<file path="src/scpfp_pkg.sv">
// Package for the seven-colour pixel format packer.
// Holds format and register codes, panel colour codes and the palette tables.
// No dependencies.
`timescale 1ns / 1ps

package scpfp_pkg;

    typedef enum logic [1:0] {
        FMT_MONO    = 2'd0,
        FMT_THREE   = 2'd1,
        FMT_NATIVE  = 2'd2,
        FMT_PALETTE = 2'd3
    } t_fmt;

    typedef enum logic [1:0] {
        REG_PIXEL_FORMAT = 2'd0,
        REG_INVERT       = 2'd1,
        REG_PALETTE_TBL  = 2'd2,
        REG_UNUSED       = 2'd3
    } t_reg_idx;

    localparam int unsigned CFG_DATA_W = 2;
    localparam int unsigned RESULTS_MAX = 4;
    localparam int unsigned RES_IDX_W = $clog2(RESULTS_MAX);

    localparam logic [3:0] CODE_BLACK  = 4'd0;
    localparam logic [3:0] CODE_WHITE  = 4'd1;
    localparam logic [3:0] CODE_GREEN  = 4'd2;
    localparam logic [3:0] CODE_BLUE   = 4'd3;
    localparam logic [3:0] CODE_RED    = 4'd4;
    localparam logic [3:0] CODE_YELLOW = 4'd5;
    localparam logic [3:0] CODE_ORANGE = 4'd6;

    localparam logic [1:0] TBL_ZERO = 2'd0;
    localparam logic [1:0] TBL_ONE  = 2'd1;

    typedef struct packed {
        logic [RESULTS_MAX-1:0][7:0] bytes;
        logic [RES_IDX_W-1:0]        last_idx;
    } t_conv_res;

    function automatic logic [3:0] quantize(input logic [7:0] v, input logic [1:0] tbl);
        logic [3:0] code;
        code = CODE_WHITE;
        case (tbl)
            TBL_ZERO: begin
                case (v)
                    8'hFF:   code = CODE_WHITE;
                    8'hFC:   code = CODE_YELLOW;
                    8'hF1:   code = CODE_ORANGE;
                    8'hE5:   code = CODE_RED;
                    8'h4B:   code = CODE_BLUE;
                    8'h39:   code = CODE_GREEN;
                    8'h00:   code = CODE_BLACK;
                    default: code = CODE_WHITE;
                endcase
            end
            TBL_ONE: begin
                case (v)
                    8'h00:   code = CODE_BLACK;
                    8'hFF:   code = CODE_WHITE;
                    8'hFC:   code = CODE_YELLOW;
                    8'hE0:   code = CODE_RED;
                    8'h03:   code = CODE_BLUE;
                    8'h1C:   code = CODE_GREEN;
                    default: code = CODE_WHITE;
                endcase
            end
            default: code = CODE_WHITE;
        endcase
        return code;
    endfunction

endpackage

</file>
<file path="src/scpfp_in_if.sv">
// Input channel interface: source pixel bytes with valid/ready.
// Depends on nothing.
`timescale 1ns / 1ps

interface scpfp_in_if;
    logic       valid;
    logic       ready;
    logic [7:0] first_byte;
    logic [7:0] second_byte;

    modport source (output valid, output first_byte, output second_byte, input ready);
    modport sink   (input valid, input first_byte, input second_byte, output ready);
endinterface

</file>
<file path="src/scpfp_out_if.sv">
// Output channel interface: native panel bytes with valid/ready.
// Depends on nothing.
`timescale 1ns / 1ps

interface scpfp_out_if;
    logic       valid;
    logic       ready;
    logic [7:0] native_byte;
    logic       run_last;

    modport source (output valid, output native_byte, output run_last, input ready);
    modport sink   (input valid, input native_byte, input run_last, output ready);
endinterface

</file>
<file path="src/scpfp_conv.sv">
// Conversion logic: expands one registered source transaction into up to four
// native bytes. Depends on scpfp_pkg.
`timescale 1ns / 1ps

module scpfp_conv
    import scpfp_pkg::*;
(
    input  logic [7:0] i_first,
    input  logic [7:0] i_second,
    input  t_fmt       i_fmt,
    input  logic       i_invert,
    input  logic [1:0] i_tbl,
    output t_conv_res  o_res
);

    logic [7:0] a;
    logic [7:0] b;
    logic [3:0] codes [8];

    assign a = i_invert ? ~i_first  : i_first;
    assign b = i_invert ? ~i_second : i_second;

    always_comb begin
        for (int p = 0; p < 8; p++) begin
            if (i_fmt == FMT_THREE && !b[p]) begin
                codes[p] = CODE_RED;
            end else begin
                codes[p] = {3'b000, a[p]};
            end
        end
    end

    always_comb begin
        o_res = '0;
        case (i_fmt)
            FMT_PALETTE: begin
                o_res.bytes[0] = {quantize(i_first, i_tbl), quantize(i_second, i_tbl)};
                o_res.last_idx = '0;
            end
            FMT_NATIVE: begin
                o_res.bytes[0] = a;
                o_res.last_idx = '0;
            end
            FMT_MONO, FMT_THREE: begin
                for (int k = 0; k < RESULTS_MAX; k++) begin
                    o_res.bytes[k] = {codes[7 - 2*k], codes[6 - 2*k]};
                end
                o_res.last_idx = RES_IDX_W'(RESULTS_MAX - 1);
            end
            default: o_res = '0;
        endcase
    end

endmodule

</file>
<file path="src/seven_color_pixel_format_packer_top.sv">
// Top level of the seven-colour pixel format packer: configuration registers,
// input register, byte sequencer and output register. Depends on scpfp_pkg,
// scpfp_in_if, scpfp_out_if and scpfp_conv.
//
//  channel  | direction | payload                   | handshake
//  i_in     | in        | first_byte, second_byte   | valid/ready
//  o_out    | out       | native_byte, run_last     | valid/ready
//  i_cfg_*  | in        | register index, data      | write enable only
//
// One native byte leaves per cycle while the output is not stalled: mono and
// three-colour transactions yield four bytes each, native and palette
// transactions one. The next transaction is taken in the cycle its predecessor's
// last byte moves to the output register. Synchronous active-low reset clears
// the configuration registers, byte index and valid flags. A stalled output
// holds its byte and back-pressures the input register.
`timescale 1ns / 1ps

module seven_color_pixel_format_packer_top
    import scpfp_pkg::*;
(
    input  logic                  i_clk,
    input  logic                  i_rst_n,
    input  logic                  i_cfg_we,
    input  logic [1:0]            i_cfg_idx,
    input  logic [CFG_DATA_W-1:0] i_cfg_wdata,
    scpfp_in_if.sink              i_in,
    scpfp_out_if.source           o_out
);

    t_fmt                 r_fmt;
    logic                 r_invert;
    logic [1:0]           r_tbl;

    logic                 r_in_valid;
    logic [7:0]           r_first;
    logic [7:0]           r_second;
    logic [RES_IDX_W-1:0] r_idx;
    logic [RES_IDX_W-1:0] n_idx;

    logic                 r_out_valid;
    logic [7:0]           r_out_byte;
    logic                 r_out_last;

    t_conv_res            conv_res;
    logic                 out_load;
    logic                 cur_last;

    // configuration registers
    always_ff @(posedge i_clk) begin
        if (!i_rst_n) begin
            r_fmt    <= FMT_MONO;
            r_invert <= 1'b0;
            r_tbl    <= TBL_ZERO;
        end else if (i_cfg_we) begin
            case (t_reg_idx'(i_cfg_idx))
                REG_PIXEL_FORMAT: r_fmt    <= t_fmt'(i_cfg_wdata[1:0]);
                REG_INVERT:       r_invert <= i_cfg_wdata[0];
                REG_PALETTE_TBL:  r_tbl    <= i_cfg_wdata[1:0];
                default:          ;
            endcase
        end
    end

    scpfp_conv u_conv (
        .i_first  (r_first),
        .i_second (r_second),
        .i_fmt    (r_fmt),
        .i_invert (r_invert),
        .i_tbl    (r_tbl),
        .o_res    (conv_res)
    );

    assign cur_last   = (r_idx == conv_res.last_idx);
    assign out_load   = r_in_valid && (!r_out_valid || o_out.ready);
    assign i_in.ready = !r_in_valid || (out_load && cur_last);

    always_comb begin
        n_idx = r_idx;
        if (out_load) begin
            n_idx = cur_last ? '0 : r_idx + 1'b1;
        end
    end

    // input register and sequencer
    always_ff @(posedge i_clk) begin
        if (!i_rst_n) begin
            r_in_valid <= 1'b0;
            r_idx      <= '0;
        end else begin
            r_idx <= n_idx;
            if (i_in.valid && i_in.ready) begin
                r_in_valid <= 1'b1;
            end else if (out_load && cur_last) begin
                r_in_valid <= 1'b0;
            end
        end
    end

    always_ff @(posedge i_clk) begin
        if (i_in.valid && i_in.ready) begin
            r_first  <= i_in.first_byte;
            r_second <= i_in.second_byte;
        end
    end

    // output register
    always_ff @(posedge i_clk) begin
        if (!i_rst_n) begin
            r_out_valid <= 1'b0;
        end else if (out_load) begin
            r_out_valid <= 1'b1;
        end else if (o_out.ready) begin
            r_out_valid <= 1'b0;
        end
    end

    always_ff @(posedge i_clk) begin
        if (out_load) begin
            r_out_byte <= conv_res.bytes[r_idx];
            r_out_last <= cur_last;
        end
    end

    assign o_out.valid       = r_out_valid;
    assign o_out.native_byte = r_out_byte;
    assign o_out.run_last    = r_out_last;

`ifndef ASSERT_OFF
    a_idx_idle: assert property (@(posedge i_clk) disable iff (!i_rst_n)
        !r_in_valid |-> r_idx == '0)
        else $error("byte index advanced with no transaction held");

    a_mid_run_held: assert property (@(posedge i_clk) disable iff (!i_rst_n)
        o_out.valid && !o_out.run_last |-> r_in_valid)
        else $error("non-final byte shown without its transaction held");

    a_accept_fills: assert property (@(posedge i_clk) disable iff (!i_rst_n)
        i_in.valid && i_in.ready |=> r_in_valid)
        else $error("accepted transaction lost from input register");

    a_last_rewinds: assert property (@(posedge i_clk) disable iff (!i_rst_n)
        out_load && cur_last |=> r_idx == '0 && o_out.valid && o_out.run_last)
        else $error("final byte did not rewind the sequencer");
`endif

endmodule

</file>
<file path="src/flat_wrapper.sv">
// flat-port wrapper written by rule: the top's interface ports become plain ports
module seven_color_pixel_format_packer_top_flat import scpfp_pkg::*;
  (i_clk, i_rst_n, i_cfg_we, i_cfg_idx, i_cfg_wdata, i_in_valid, i_in_first_byte, i_in_second_byte, i_in_ready, o_out_valid, o_out_native_byte, o_out_run_last, o_out_ready);
  scpfp_in_if i_in_i ();
  scpfp_out_if o_out_i ();
  input  logic i_clk;
  input  logic i_rst_n;
  input  logic i_cfg_we;
  input  logic [1:0] i_cfg_idx;
  input  logic [CFG_DATA_W-1:0] i_cfg_wdata;
  input wire logic [$bits(i_in_i.valid)-1:0] i_in_valid;
  input wire logic [$bits(i_in_i.first_byte)-1:0] i_in_first_byte;
  input wire logic [$bits(i_in_i.second_byte)-1:0] i_in_second_byte;
  output wire logic [$bits(i_in_i.ready)-1:0] i_in_ready;
  output wire logic [$bits(o_out_i.valid)-1:0] o_out_valid;
  output wire logic [$bits(o_out_i.native_byte)-1:0] o_out_native_byte;
  output wire logic [$bits(o_out_i.run_last)-1:0] o_out_run_last;
  input wire logic [$bits(o_out_i.ready)-1:0] o_out_ready;
  assign i_in_i.valid = i_in_valid;
  assign i_in_i.first_byte = i_in_first_byte;
  assign i_in_i.second_byte = i_in_second_byte;
  assign i_in_ready = i_in_i.ready;
  assign o_out_valid = o_out_i.valid;
  assign o_out_native_byte = o_out_i.native_byte;
  assign o_out_run_last = o_out_i.run_last;
  assign o_out_i.ready = o_out_ready;
  seven_color_pixel_format_packer_top u_core (.i_clk(i_clk), .i_rst_n(i_rst_n), .i_cfg_we(i_cfg_we), .i_cfg_idx(i_cfg_idx), .i_cfg_wdata(i_cfg_wdata), .i_in(i_in_i), .o_out(o_out_i));
endmodule
</file>
<file path="config.mk">
export PLATFORM = sky130hd
export DESIGN_NAME = seven_color_pixel_format_packer_top_flat
export DESIGN_NICKNAME = d
export VERILOG_FILES = /design/src/scpfp_pkg.sv /design/src/scpfp_in_if.sv /design/src/scpfp_out_if.sv /design/src/scpfp_conv.sv /design/src/seven_color_pixel_format_packer_top.sv /design/src/flat_wrapper.sv
export SDC_FILE = /design/constraint.sdc
export NUM_CORES = 1
export LEC_CHECK = 0
export BUFFER_PORTS_ARGS = -buffer_cell sky130_fd_sc_hd__buf_2
export CAP_MARGIN = 40
export CORE_UTILIZATION = 57
export CTS_CLUSTER_DIAMETER = 100
export DETAILED_ROUTE_END_ITERATION = 8
export GPL_TIMING_DRIVEN = 0
export HOLD_SLACK_MARGIN = 0.06
export PLACE_DENSITY = 0.88
export SKIP_CTS_REPAIR_TIMING = 1
export SLEW_MARGIN = 20
export SYNTH_ARGS = -nofsm -noshare
export SYNTH_HDL_FRONTEND = slang
export SYNTH_HIERARCHICAL = 1
export SYNTH_SLANG_ARGS = --single-unit
</file>
<file path="constraint.sdc">
create_clock -name i_clk -period 3.13 [get_ports i_clk]
set_input_delay 0.1565 -clock i_clk [delete_from_list [all_inputs] [get_ports i_clk]]
set_output_delay 0.1565 -clock i_clk [all_outputs]
set_load 0.01 [all_outputs]
</file>
# Word level (Yosys, flattened, before mapping)
# Index checks and enable logic that the tools add are counted.
# word_totals
register_bits	34
output_inout_bits	11
# classes
magnitude_cmp	1
n_addsub	1
bitwise	2
eq_ne	23
n_reduce_logical	34
n_mux	25
# op_table
cell	count
$eq A8 B8 Y1 const B	8
$pmux W3 S6	2
$pmux W10 S3	1
$pmux W3 S5	2
$mux W24	1
$mux W3	8
$mux W8	3
$bmux W8 S2	1
$eq A8 B2 Y1 const B	2
$eq A8 B5 Y1 const B	2
$eq A8 B6 Y1 const B	2
$eq A8 B7 Y1 const B	2
$logic_not A8 Y1	2
$not A8 Y8	2
$pmux W4 S2	2
$logic_and A1 B1 Y1	11
$logic_not A1 Y1	10
$eq A2 B1 Y1 const B	3
$eq A2 B2 Y1 const B	3
$logic_not A2 Y1	3
$reduce_and A2 Y1	3
$mux W1	4
$reduce_bool A2 Y1	2
$lt A2 B3 Y1 const B	1
other kinds (5)	6

# Logic depth before layout (Yosys ltp)
# Gate-level depths: netlist of run 1.
# depth
depth_word	11
ltp_mapped	7

# Modules after synthesis
# The synthesis of run 1 kept the hierarchy.
# modules_own_cells
mod	n_inst	cells_each	area_each_um2
seven_color_pixel_format_packer_top	1	79	1391.3
scpfp_conv	1	150	953.4

# Least setup slack after synthesis of run 1
# OpenSTA, ideal clock, no wires.
# synth_timing
path_type	reg-to-reg
from	register u_core.r_second[7]
to	register u_core.r_out_byte[0] (netlist: u_core/o_out.native_byte[0]) (data pin)
synth_period_minus_slack_ps	2169
slack_ps	961
path_stages_with_launch	7
arrival_time_ps	1895
required_ps	2857
path_cell_list	edfxtp_1 > or3_1 > nand2_1 > and4_1 > a31oi_1 > a221o_1 > mux4_1
# synth_lines
item	line_no	text
from (decl)	seven_color_pixel_format_packer_top.sv:36	logic [7:0] r_second;
from (signal assigned)	seven_color_pixel_format_packer_top.sv:102	r_second <= i_in.second_byte;
to (signal assigned)	seven_color_pixel_format_packer_top.sv:119	r_out_byte <= conv_res.bytes[r_idx];
to (decl)	seven_color_pixel_format_packer_top.sv:41	logic [7:0] r_out_byte;

==> flow_summary_export.csv, run 1 <==
group,metric,value,unit
sta,timing.clock.skew,5.37,ps
synth,avgSynthCellArea,10.2,um2
synth,synthesized_flop_and_latch_total,34,
setup_path,path_max_fanout,6,
die,die-area,4370,um2
route,totalWireLength,5.16,mm
sta,max_slew.worst_pin.slew,740,ps
die,floorplan.io_pins,36,
final_layout,layout.nets,323,
synth,postSynth.asyncResetShare,0,
place,placement.io_buffers,35,
status,run_status,"complete, no violations",
synth,mappedNetlistArea,2340,um2
route,detail_route.vias_per_cell,5.86,
global_routing,total_track_usage,0.236,
synth,synth-edff-count,25,
final_layout,final_core_utilization,0.756,
final_layout,drive_above_1_share,0.268,
setup_path,r2r_cells,6,
synth,synth.lib_cells_used.distinct,59,
global_routing,maximum_number_of_pins_on_one_net_before_global_route_repair,17,
synth,post_synth_inst_count,229,
clock_tree,numCtsBuffers,5,
clock_tree,clock_insertion_delay_worst_skew,290,ps
power,p_per_area,378,nW/um2
sta,slew_hr,0.507,
setup_path,critPathKind,"flip-flop to flip-flop",
global_routing,first_global_vias,1712,
global_routing,overflow,0,
sta,fin_crit_sh,0.774,
global_routing,antenna_violations_before_repair,0,
clock_tree,clock_tree.root_cell,"clkbuf_8",
hold_path,hold_end,"u_core/r_in_valid",
sta,setup_viol,0,
clock_tree,htreeDepth,2,
place,detailedPlacementHpwl,3.45,mm
sta,fmaxAchievable,413,MHz
die,placeableCoreArea,3800,um2
hold_path,hp-class,"primary input to flip-flop",
job,cap_violations,0,
power,max-vdd-ir-drop,344,uV
place,gp_congestion,0.945,
sta,setup-tns-final,0,ps
die,start_util,0.617,
clock_tree,clockBufferDepth,2,
final_layout,antenna_cells_inserted,0,
clock_tree,tritoncts,"yes",
route,drt_first_iter_violations,218,
sta,timing.final.crit_period,2420,ps
setup_path,crit-reg2reg-launch,"u_core/r_second[7]",
synth,yosys_warnings,6,
route,dr_total_vias,2035,
route,drc,0,
setup_path,worst-endpoint-required,3150,ps
route,postRouteAntennaNets,0,
final_layout,area_delta_synth_final,22.5,%
global_routing,first_pass_grt_wire_length,7.58,mm
hold_path,hold_path.startpoint,"i_in_valid",
synth,ys.flop_type,"edfxtp_1",
setup_path,critical_path_arrival,2450,ps
final_layout,fillerInstances,261,
sta,setup_repair_after_global_routing_missed_its_margin,"no",
setup_path,ff2ff_setup_slack,710,ps
sta,timing.final.hold_violations,0,
route,detail_route.wl_per_cell,14.9,um
power,total_leakage_power,0.00115,uW
setup_path,endpoint_kind,"flip-flop",
die,die_height,66.1,um
setup_path,setup.worst_path.start_class,"flip-flop",
setup_path,regToRegEndpoint,"u_core/o_out.native_byte[0]",
sta,final-max-slew-violation-count,0,
route,drt-pass1-iter-count,5,
synth,synth_seq_area_share,0.397,
clock_tree,clk_pin_slew,70,ps
hold_path,worstHoldPathCells,3,
die,die_width,66.1,um
die,std_cell_rows,22,
clock_tree,clock_tree_sinks,34,
## cells in the final DEF, fill, tap and decap left out, types with 3 or more instances in the layout
master,instances
buf_2,44
edfxtp_1,25
nor2_1,18
dlygate4sd3_1,16
buf_4,13
nand2_1,12
conb_1,12
xor2_1,11
nor2b_1,10
nor3_1,10
dfxtp_1,9
mux2i_1,7
xnor2_1,7
nand4_1,7
clkbuf_8,6
mux4_2,6
clkbuf_1,5
nand2b_1,5
nand3_1,5
and2_1,4
inv_1,4
o21ai_0,4
nand3b_1,3
o22ai_1,3
o2111ai_1,3
nor4_1,3
nor3b_1,3
a31oi_1,3
## sequential cells by signal (all words and copies together), names as in the netlist
signal,count
u_core/r_fmt,2
u_core/o_out.native_byte,8
u_core/r_in_valid,1
u_core/r_invert,1
u_core/r_idx,2
u_core/o_out.run_last,1
u_core/r_tbl,2
u_core/r_second,8
u_core/r_first,8
u_core/o_out.valid,1
## area by class of cell
type	count	area (um2)	share of cell area
clock buffer	7	86.3	0.0301
tap	48	60.1	0.0209
sequential	34	931	0.324
timing repair buffer	51	335	0.117
clock inverter	1	5.00	0.00174
inverter	4	15.0	0.00523
multi-input combinational	173	1250	0.437
buffer	29	185	0.0645
## power by group
group	switching [uW]	internal, uW	total [uW]
logic	106	109	215
clock network	156	177	333
registers	20.2	518	538
## logic make-up after synthesis
group / count (synthesis) / synth area share
xor+xnor: 18 / 0.0672
other cells: 1 / 0.00160
simple gates: 93 / 0.227
flops: 34 / 0.397
buf+inv: 33 / 0.0854
mux: 15 / 0.110
compound gates: 35 / 0.112
## critical path: stages (launching register included)
cell and delay, ps:
edfxtp_1 490, nor4_2 390, o21ai_0 160, o211ai_1 110, nand4_1 140, a221o_1 370, mux4_1 500
## routing by layer
| metal | GRT usage | vias up | part of all wire |
|---|---|---|---|
| met5 | 0 | - | 0 |
| met4 | 0.0931 | 0 | 0.025 |
| met3 | 0.0517 | 15 | 0.082 |
| met2 | 0.404 | 112 | 0.50 |
| met1 | 0.287 | 933 | 0.39 |
| li1 | - | 975 | - |
## how the worst max path moves through the flow
stage,endpoint,slack [ps],start,cells past startpoint
floorplan,u_core/o_out.native_byte[0],960,u_core/r_second[7],6
global route,u_core/o_out.native_byte[0],600,u_core/r_second[2],6
global placement,u_core/o_out.native_byte[0],810,u_core/r_second[7],6
finish,u_core/o_out.native_byte[0],710,u_core/r_second[7],6
CTS,u_core/o_out.native_byte[0],750,u_core/r_second[7],6
detailed placement,u_core/o_out.native_byte[0],760,u_core/r_second[7],6
## synthesized netlist by cell type (all sizes together) (2+ instances only)
cell type  instances  area [um2]
a21boi             3        22.5
a21oi              2        10.0
a31oi              3        18.8
and2               4        25.0
and3               2        13.8
and4               2        17.5
buf               24         165
clkbuf             5        20.0
dfxtp              9         180
edfxtp            25         751
inv                4        15.0
mux2i              7        70.1
mux4               8         188
nand2             12        45.0
nand2b             5        31.3
nand3              5        25.0
nand3b             3        22.5
nand4              7        43.8
nand4b             2        17.5
nor2              18        67.6
nor2b             10        62.6
nor3              10        50.1
nor3b              4        35.0
nor4               4        31.3
o2111ai            3        26.3
o211ai             2        15.0
o21ai              4        20.0
o22ai              3        18.8
xnor2              7        61.3
xor2              11        96.3
## per-stage QoR
step	hold slack (ps)	instances	cell area [um2]	total power (uW)	setup WS, ps
3_3_place_gp	332	323	2620	733	810
5_1_grt	126	347	2870	1130	605
3_5_place_dp	335	323	2620	741	760
4_1_cts	30.8	331	2710	1070	748
6_report	106	347	2870	1090	707
2_1_floorplan	255	240	2390	685	961
Power figures use the tool's default switching activity.
==> run 2, diff against run 1 <==
- clock period: 3.13 -> 2.3 ns (I/O delays scaled with it)
==> run 2 against run 1 <==
Against the previous run: non-clock buffer count up 7; largest power group unchanged; sequential power up 36%; setup slack worse by 770 ps; die area unchanged; register-to-register slack worse by 770 ps; the flow now finishes with violations (negative setup slack); sequential share of layout area down 0.81 points; clock-buffer cell count unchanged.
==> flow_summary_export.csv, run 2 (synthesis gave the netlist of run 1 again) <==
group,metric,value,unit
route,met3_wire_length,373,um
global_routing,maximum_number_of_pins_on_one_net_before_global_route_repair,17,
place,placement.io_buffers,35,
sta,worst_hold_slack,58.9,ps
final_layout,area_delta_synth_final,25.7,%
route,wl_met2,2.72,mm
job,cap_violations,0,
sta,timing.final.crit_period,2370,ps
global_routing,overflow,0,
setup_path,setup.worst_path.start_class,"flip-flop",
final_layout,layout.cells.most_common_list,"buf_2 (43), edfxtp_1 (25), buf_4 (20), nor2_1 (18), dlygate4sd3_1 (16)",
final_layout,drive_above_1_share,0.291,
sta,fmaxAchievable,422,MHz
sta,setup-tns-final,-110,ps
power,total_leakage_power,0.00119,uW
clock_tree,htreeDepth,2,
hold_path,hold_end,"u_core/r_in_valid",
clock_tree,clock_insertion_delay_worst_skew,300,ps
die,std_cell_rows,22,
sta,fin_crit_sh,1.03,
power,p_per_area,509,nW/um2
die,die_height,66.1,um
setup_path,critPathKind,"flip-flop to flip-flop",
setup_path,regToRegEndpoint,"u_core/o_out.native_byte[0]",
clock_tree,clock_tree_sinks,34,
setup_path,path_max_fanout,5,
hold_path,hp-class,"primary input to flip-flop",
route,detail_route.vias_per_cell,5.94,
die,floorplan.io_pins,36,
route,dr_total_vias,2103,
clock_tree,numCtsBuffers,5,
final_layout,antenna_cells_inserted,0,
route,drt-pass1-iter-count,5,
setup_path,r2r_cells,6,
global_routing,first_pass_grt_wire_length,7.58,mm
final_layout,fillerInstances,238,
place,detailedPlacementHpwl,3.45,mm
setup_path,ff2ff_setup_slack,-70,ps
die,die_width,66.1,um
sta,timing.clock.skew,6.41,ps
sta,setup_viol,2,
route,drt_first_iter_violations,211,
die,placeableCoreArea,3800,um2
clock_tree,tritoncts,"yes",
setup_path,worst-endpoint-required,2330,ps
route,detail_route.wl_per_cell,15.3,um
place,gp_congestion,0.945,
power,max-vdd-ir-drop,486,uV
sta,final.setup.worst_slack,-67.5,ps
sta,timing.final.hold_violations,0,
final_layout,layout.nets,330,
route,totalWireLength,5.41,mm
die,start_util,0.617,
status,run_status,"finished with violations",
die,die-area,4370,um2
global_routing,first_global_vias,1712,
route,top_layer_used,"met4",
hold_path,worstHoldPathCells,3,
route,wirelength_met1,2.17,mm
final_layout,final_core_utilization,0.776,
status,violations,"negative setup slack",
sta,setup_repair_after_global_routing_missed_its_margin,"yes",
global_routing,antenna_violations_before_repair,0,
setup_path,crit-reg2reg-launch,"u_core/r_second[5]",
route,postRouteAntennaNets,0,
sta,final-max-slew-violation-count,0,
place,worst_setup_slack_post_dpl,-70.4,ps
final_layout,most_frequent_standard_cell_in_the_layout_excluding_fill_and_tap_cells,"buf_2",
clock_tree,clock_tree.root_cell,"clkbuf_8",
route,drc,0,
clock_tree,clockBufferDepth,2,
hold_path,hold_path.startpoint,"i_in_valid",
global_routing,total_track_usage,0.236,
setup_path,critical_path_arrival,2400,ps
clock_tree,clk_pin_slew,70,ps
setup_path,endpoint_kind,"flip-flop",
## run 2: metrics by stage
stage | power [uW] | instance area (um2) | instances
2_1_floorplan | 932 | 2390 | 240
3_5_place_dp | 1010 | 2620 | 323
5_1_grt | 1550 | 2950 | 354
3_3_place_gp | 998 | 2620 | 323
6_report | 1500 | 2950 | 354
4_1_cts | 1460 | 2710 | 331
## run 2: final cells by class
type,count,area (um2),area share
clock buffers,7,86.3,0.0293
repair buffers,58,388,0.132
plain buffers,29,191,0.0650
clock inverters,1,5.00,0.00170
multi-input cells,173,1270,0.431
flip-flops and latches,34,931,0.316
well taps,48,60.1,0.0204
inverters,4,15.0,0.00510
## run 2: how the worst max path moves through the flow
stage	startpoint	to	slack, ps
5_1_grt	u_core/r_second[2]	u_core/o_out.native_byte[0]	-160
3_3_place_gp	u_core/r_second[7]	u_core/o_out.native_byte[0]	-20
2_1_floorplan	u_core/r_second[7]	u_core/o_out.native_byte[0]	130
3_5_place_dp	u_core/r_second[7]	u_core/o_out.native_byte[0]	-70
4_1_cts	u_core/r_second[7]	u_core/o_out.native_byte[0]	-80
6_report	u_core/r_second[5]	u_core/o_out.native_byte[0]	-70
## run 2: critical path, cell delays in order, from the launching register on
cell and delay (ps):
edfxtp_1 480, or3_1 430, nand2_1 80, and4_1 190
a31oi_1 100, a221o_1 320, mux4_1 500
## run 2: power breakdown
part | internal (uW) | leakage [uW] | switching (uW)
registers | 704 | 0.000313 | 28.1
logic | 158 | 0.000827 | 150
clock network | 241 | 0.0000482 | 217
total | 1100 | 0.00119 | 395
## run 2: routing by layer
layer | up-vias | global-route usage
li1 | 992 | -
met2 | 118 | 0.404
met4 | 0 | 0.0931
met5 | - | 0
met1 | 973 | 0.287
met3 | 20 | 0.0517
==> run 3, diff against run 2 <==
- ABC_AREA: not set -> 1
==> run 3 against run 2 <==
Against the previous run: the run now ends clean; maximum frequency grew 25%; synthesized cell count grew 46%; non-clock buffer count shrank 15; critical path depth grew 3; power grew 0.78%; register-to-register slack gained 480 ps; sequential share of layout area grew 0.23 points.
==> flow_summary_export.csv, run 3 <==
group,metric,value,unit
route,postRouteAntennaNets,0,
final_layout,final_core_utilization,0.731,
synth,ys.flop_type,"edfxtp_1",
route,drt_first_iter_violations,162,
die,floorplan.io_pins,36,
setup_path,worst_path_max_delay_cell,"dfxtp_1",
synth,synth.lib_cells_used.distinct,29,
sta,final.setup.worst_slack,411,ps
power,p_per_area,516,nW/um2
synth,mappedNetlistArea,2380,um2
place,placement.io_buffers,35,
sta,setup_viol,0,
setup_path,critPathKind,"flip-flop to flip-flop",
final_layout,post_layout_cell_count,456,
route,drt-pass1-iter-count,5,
die,die_width,66.6,um
clock_tree,htreeDepth,2,
clock_tree,clock_tree_sinks,34,
die,die-area,4440,um2
final_layout,most_frequent_standard_cell_in_the_layout_excluding_fill_and_tap_cells,"nor2_1",
final_layout,fillerInstances,317,
sta,setup_repair_after_global_routing_missed_its_margin,"no",
clock_tree,clock_insertion_delay_worst_skew,290,ps
final_layout,area_delta_synth_final,22.9,%
place,dp.cells,431,
clock_tree,tritoncts,"yes",
die,placeableCoreArea,4000,um2
clock_tree,clockBufferDepth,2,
setup_path,endpoint_kind,"flip-flop",
place,worst_setup_slack_post_dpl,122,ps
global_routing,first_pass_grt_wire_length,8.33,mm
final_layout,multi_input_area,1170,um2
clock_tree,clk_pin_slew,70,ps
die,die_height,66.6,um
synth,postSynth.asyncResetShare,0,
global_routing,total_track_usage,0.250,
sta,setup-tns-final,0,ps
sta,worst_hold_slack,73.6,ps
route,dr_total_vias,2341,
final_layout,layout.nets,430,
sta,fmaxAchievable,529,MHz
sta,final-max-slew-violation-count,0,
route,drc,0,
power,max-vdd-ir-drop,455,uV
sta,timing.final.crit_period,1890,ps
global_routing,overflow,0,
route,totalWireLength,5.21,mm
synth,post_synth_inst_count,335,
setup_path,setup.worst_path.start_class,"flip-flop",
status,run_status,"complete, no violations",
sta,timing.clock.skew,6.67,ps
synth,synth-edff-count,25,
die,std_cell_rows,23,
final_layout,layout.cells.most_common_list,"nor2_1 (72), nand2_1 (59), inv_1 (40), buf_2 (38), o21ai_0 (33)",
setup_path,path_delay_family,"buffers and inverters",
setup_path,cp.buffers_inverters,5,
setup_path,slowest_delay,350,ps
synth,synth.area.top_cells,"edfxtp_1 (32%), nor2_1 (11%), nand2_1 (9.3%)",
synth,synth_seq_area_share,0.391,
synth,synth.largest_area_cell,"edfxtp_1",
global_routing,maximum_number_of_pins_on_one_net_before_global_route_repair,17,
synth,yosys-top-cells-count,"nor2_1 (72), nand2_1 (59), inv_1 (40)",
route,detail_route.vias_per_cell,5.13,
sta,fin_crit_sh,0.821,
synth,avgSynthCellArea,7.10,um2
final_layout,final-seq-area,931,um2
synth,synthesized_flop_and_latch_total,34,
synth,yosys_warnings,6,
synth,synthMostInstantiatedCell,"nor2_1",
global_routing,antenna_violations_before_repair,0,
final_layout,drive_above_1_share,0.195,
synth,synth.top_cell.area_share,0.315,
power,total_leakage_power,0.00136,uW
hold_path,hp-class,"primary input to flip-flop",
setup_path,critical_path_arrival,1880,ps
route,detail_route.wl_per_cell,11.4,um
sta,timing.final.hold_violations,0,
setup_path,crit_path_cell_trace,"buf_6 -> inv_1 -> buf_4 -> inv_1 -> nand2_1 -> nand2_1 -> nand3_2 -> a21oi_2 -> buf_6",
place,detailedPlacementHpwl,3.84,mm
final_layout,antenna_cells_inserted,0,
clock_tree,clock_tree.root_cell,"clkbuf_8",
die,start_util,0.595,
job,cap_violations,0,
place,gp_congestion,0.868,
setup_path,path_max_fanout,14,
global_routing,first_global_vias,2033,
setup_path,worst-endpoint-required,2290,ps
clock_tree,numCtsBuffers,5,
-- run 3: cells by family (layout without fill, tap and decap cells) --
kind of cell / count (synthesis) / after routing / share of synthesized area
and+or+nand+nor: 168 / 168 / 0.303
buffers and inverters: 63 / 123 / 0.134
AOI/OAI and AO/OA: 60 / 60 / 0.137
DFF: 34 / 34 / 0.391
xor gates and xnor gates: 9 / 9 / 0.0331
other: 1 / 12 / 0.00158
-- run 3: path summary, 6_finish.rpt --
| check | startpoint | endpoint | slack (ps) | depth (start not counted) |
|---|---|---|---|---|
| min reg2reg | u_core/r_invert | u_core/r_invert | 460 | 2 |
| max | u_core/r_fmt[1] | u_core/r_first[6] | 410 | 9 |
| min | i_cfg_wdata[1] | u_core/r_fmt[1] | 70 | 3 |
| max reg2reg | u_core/r_fmt[1] | u_core/r_first[6] | 410 | 9 |
-- run 3: power breakdown --
part / internal, uW / switching (uW) / total (uW)
clock network: 241 / 211 / 452
logic: 139 / 175 / 314
registers: 710 / 34.1 / 744
-- run 3: final cells by class --
cell class                 instances  area share
multi-input combinational        249       0.402
clock inverter                     1     0.00171
inverter                          43      0.0552
buffer                            20      0.0539
clock buffer                       7      0.0295
tap                               50      0.0214
timing repair buffer              52       0.118
sequential                        34       0.318
-- run 3: metrics by stage --
stage                     cell area [um2]  total power, uW
after detailed placement             2660             1040
after global routing                 2930             1590
after global placement               2660             1030
final                                2930             1510
after floorplan                      2420              957
after CTS                            2750             1490
-- run 3: worst reg2reg max path: cells and delay by family (launching register included) --
family / cells / cell delay (ps)
flops: 1 / 350
simple gates: 3 / 250
compound gates: 1 / 320
buf+inv: 5 / 670
-- run 3: layer usage --
| layer | GRT usage | wire length, um | up-vias |
|---|---|---|---|
| met5 | 0 | 0 | - |
| met4 | 0.130 | 114 | 0 |
| met3 | 0.0479 | 340 | 15 |
| met2 | 0.432 | 2590 | 95 |
| met1 | 0.290 | 2160 | 1023 |
| li1 | - | - | 1208 |
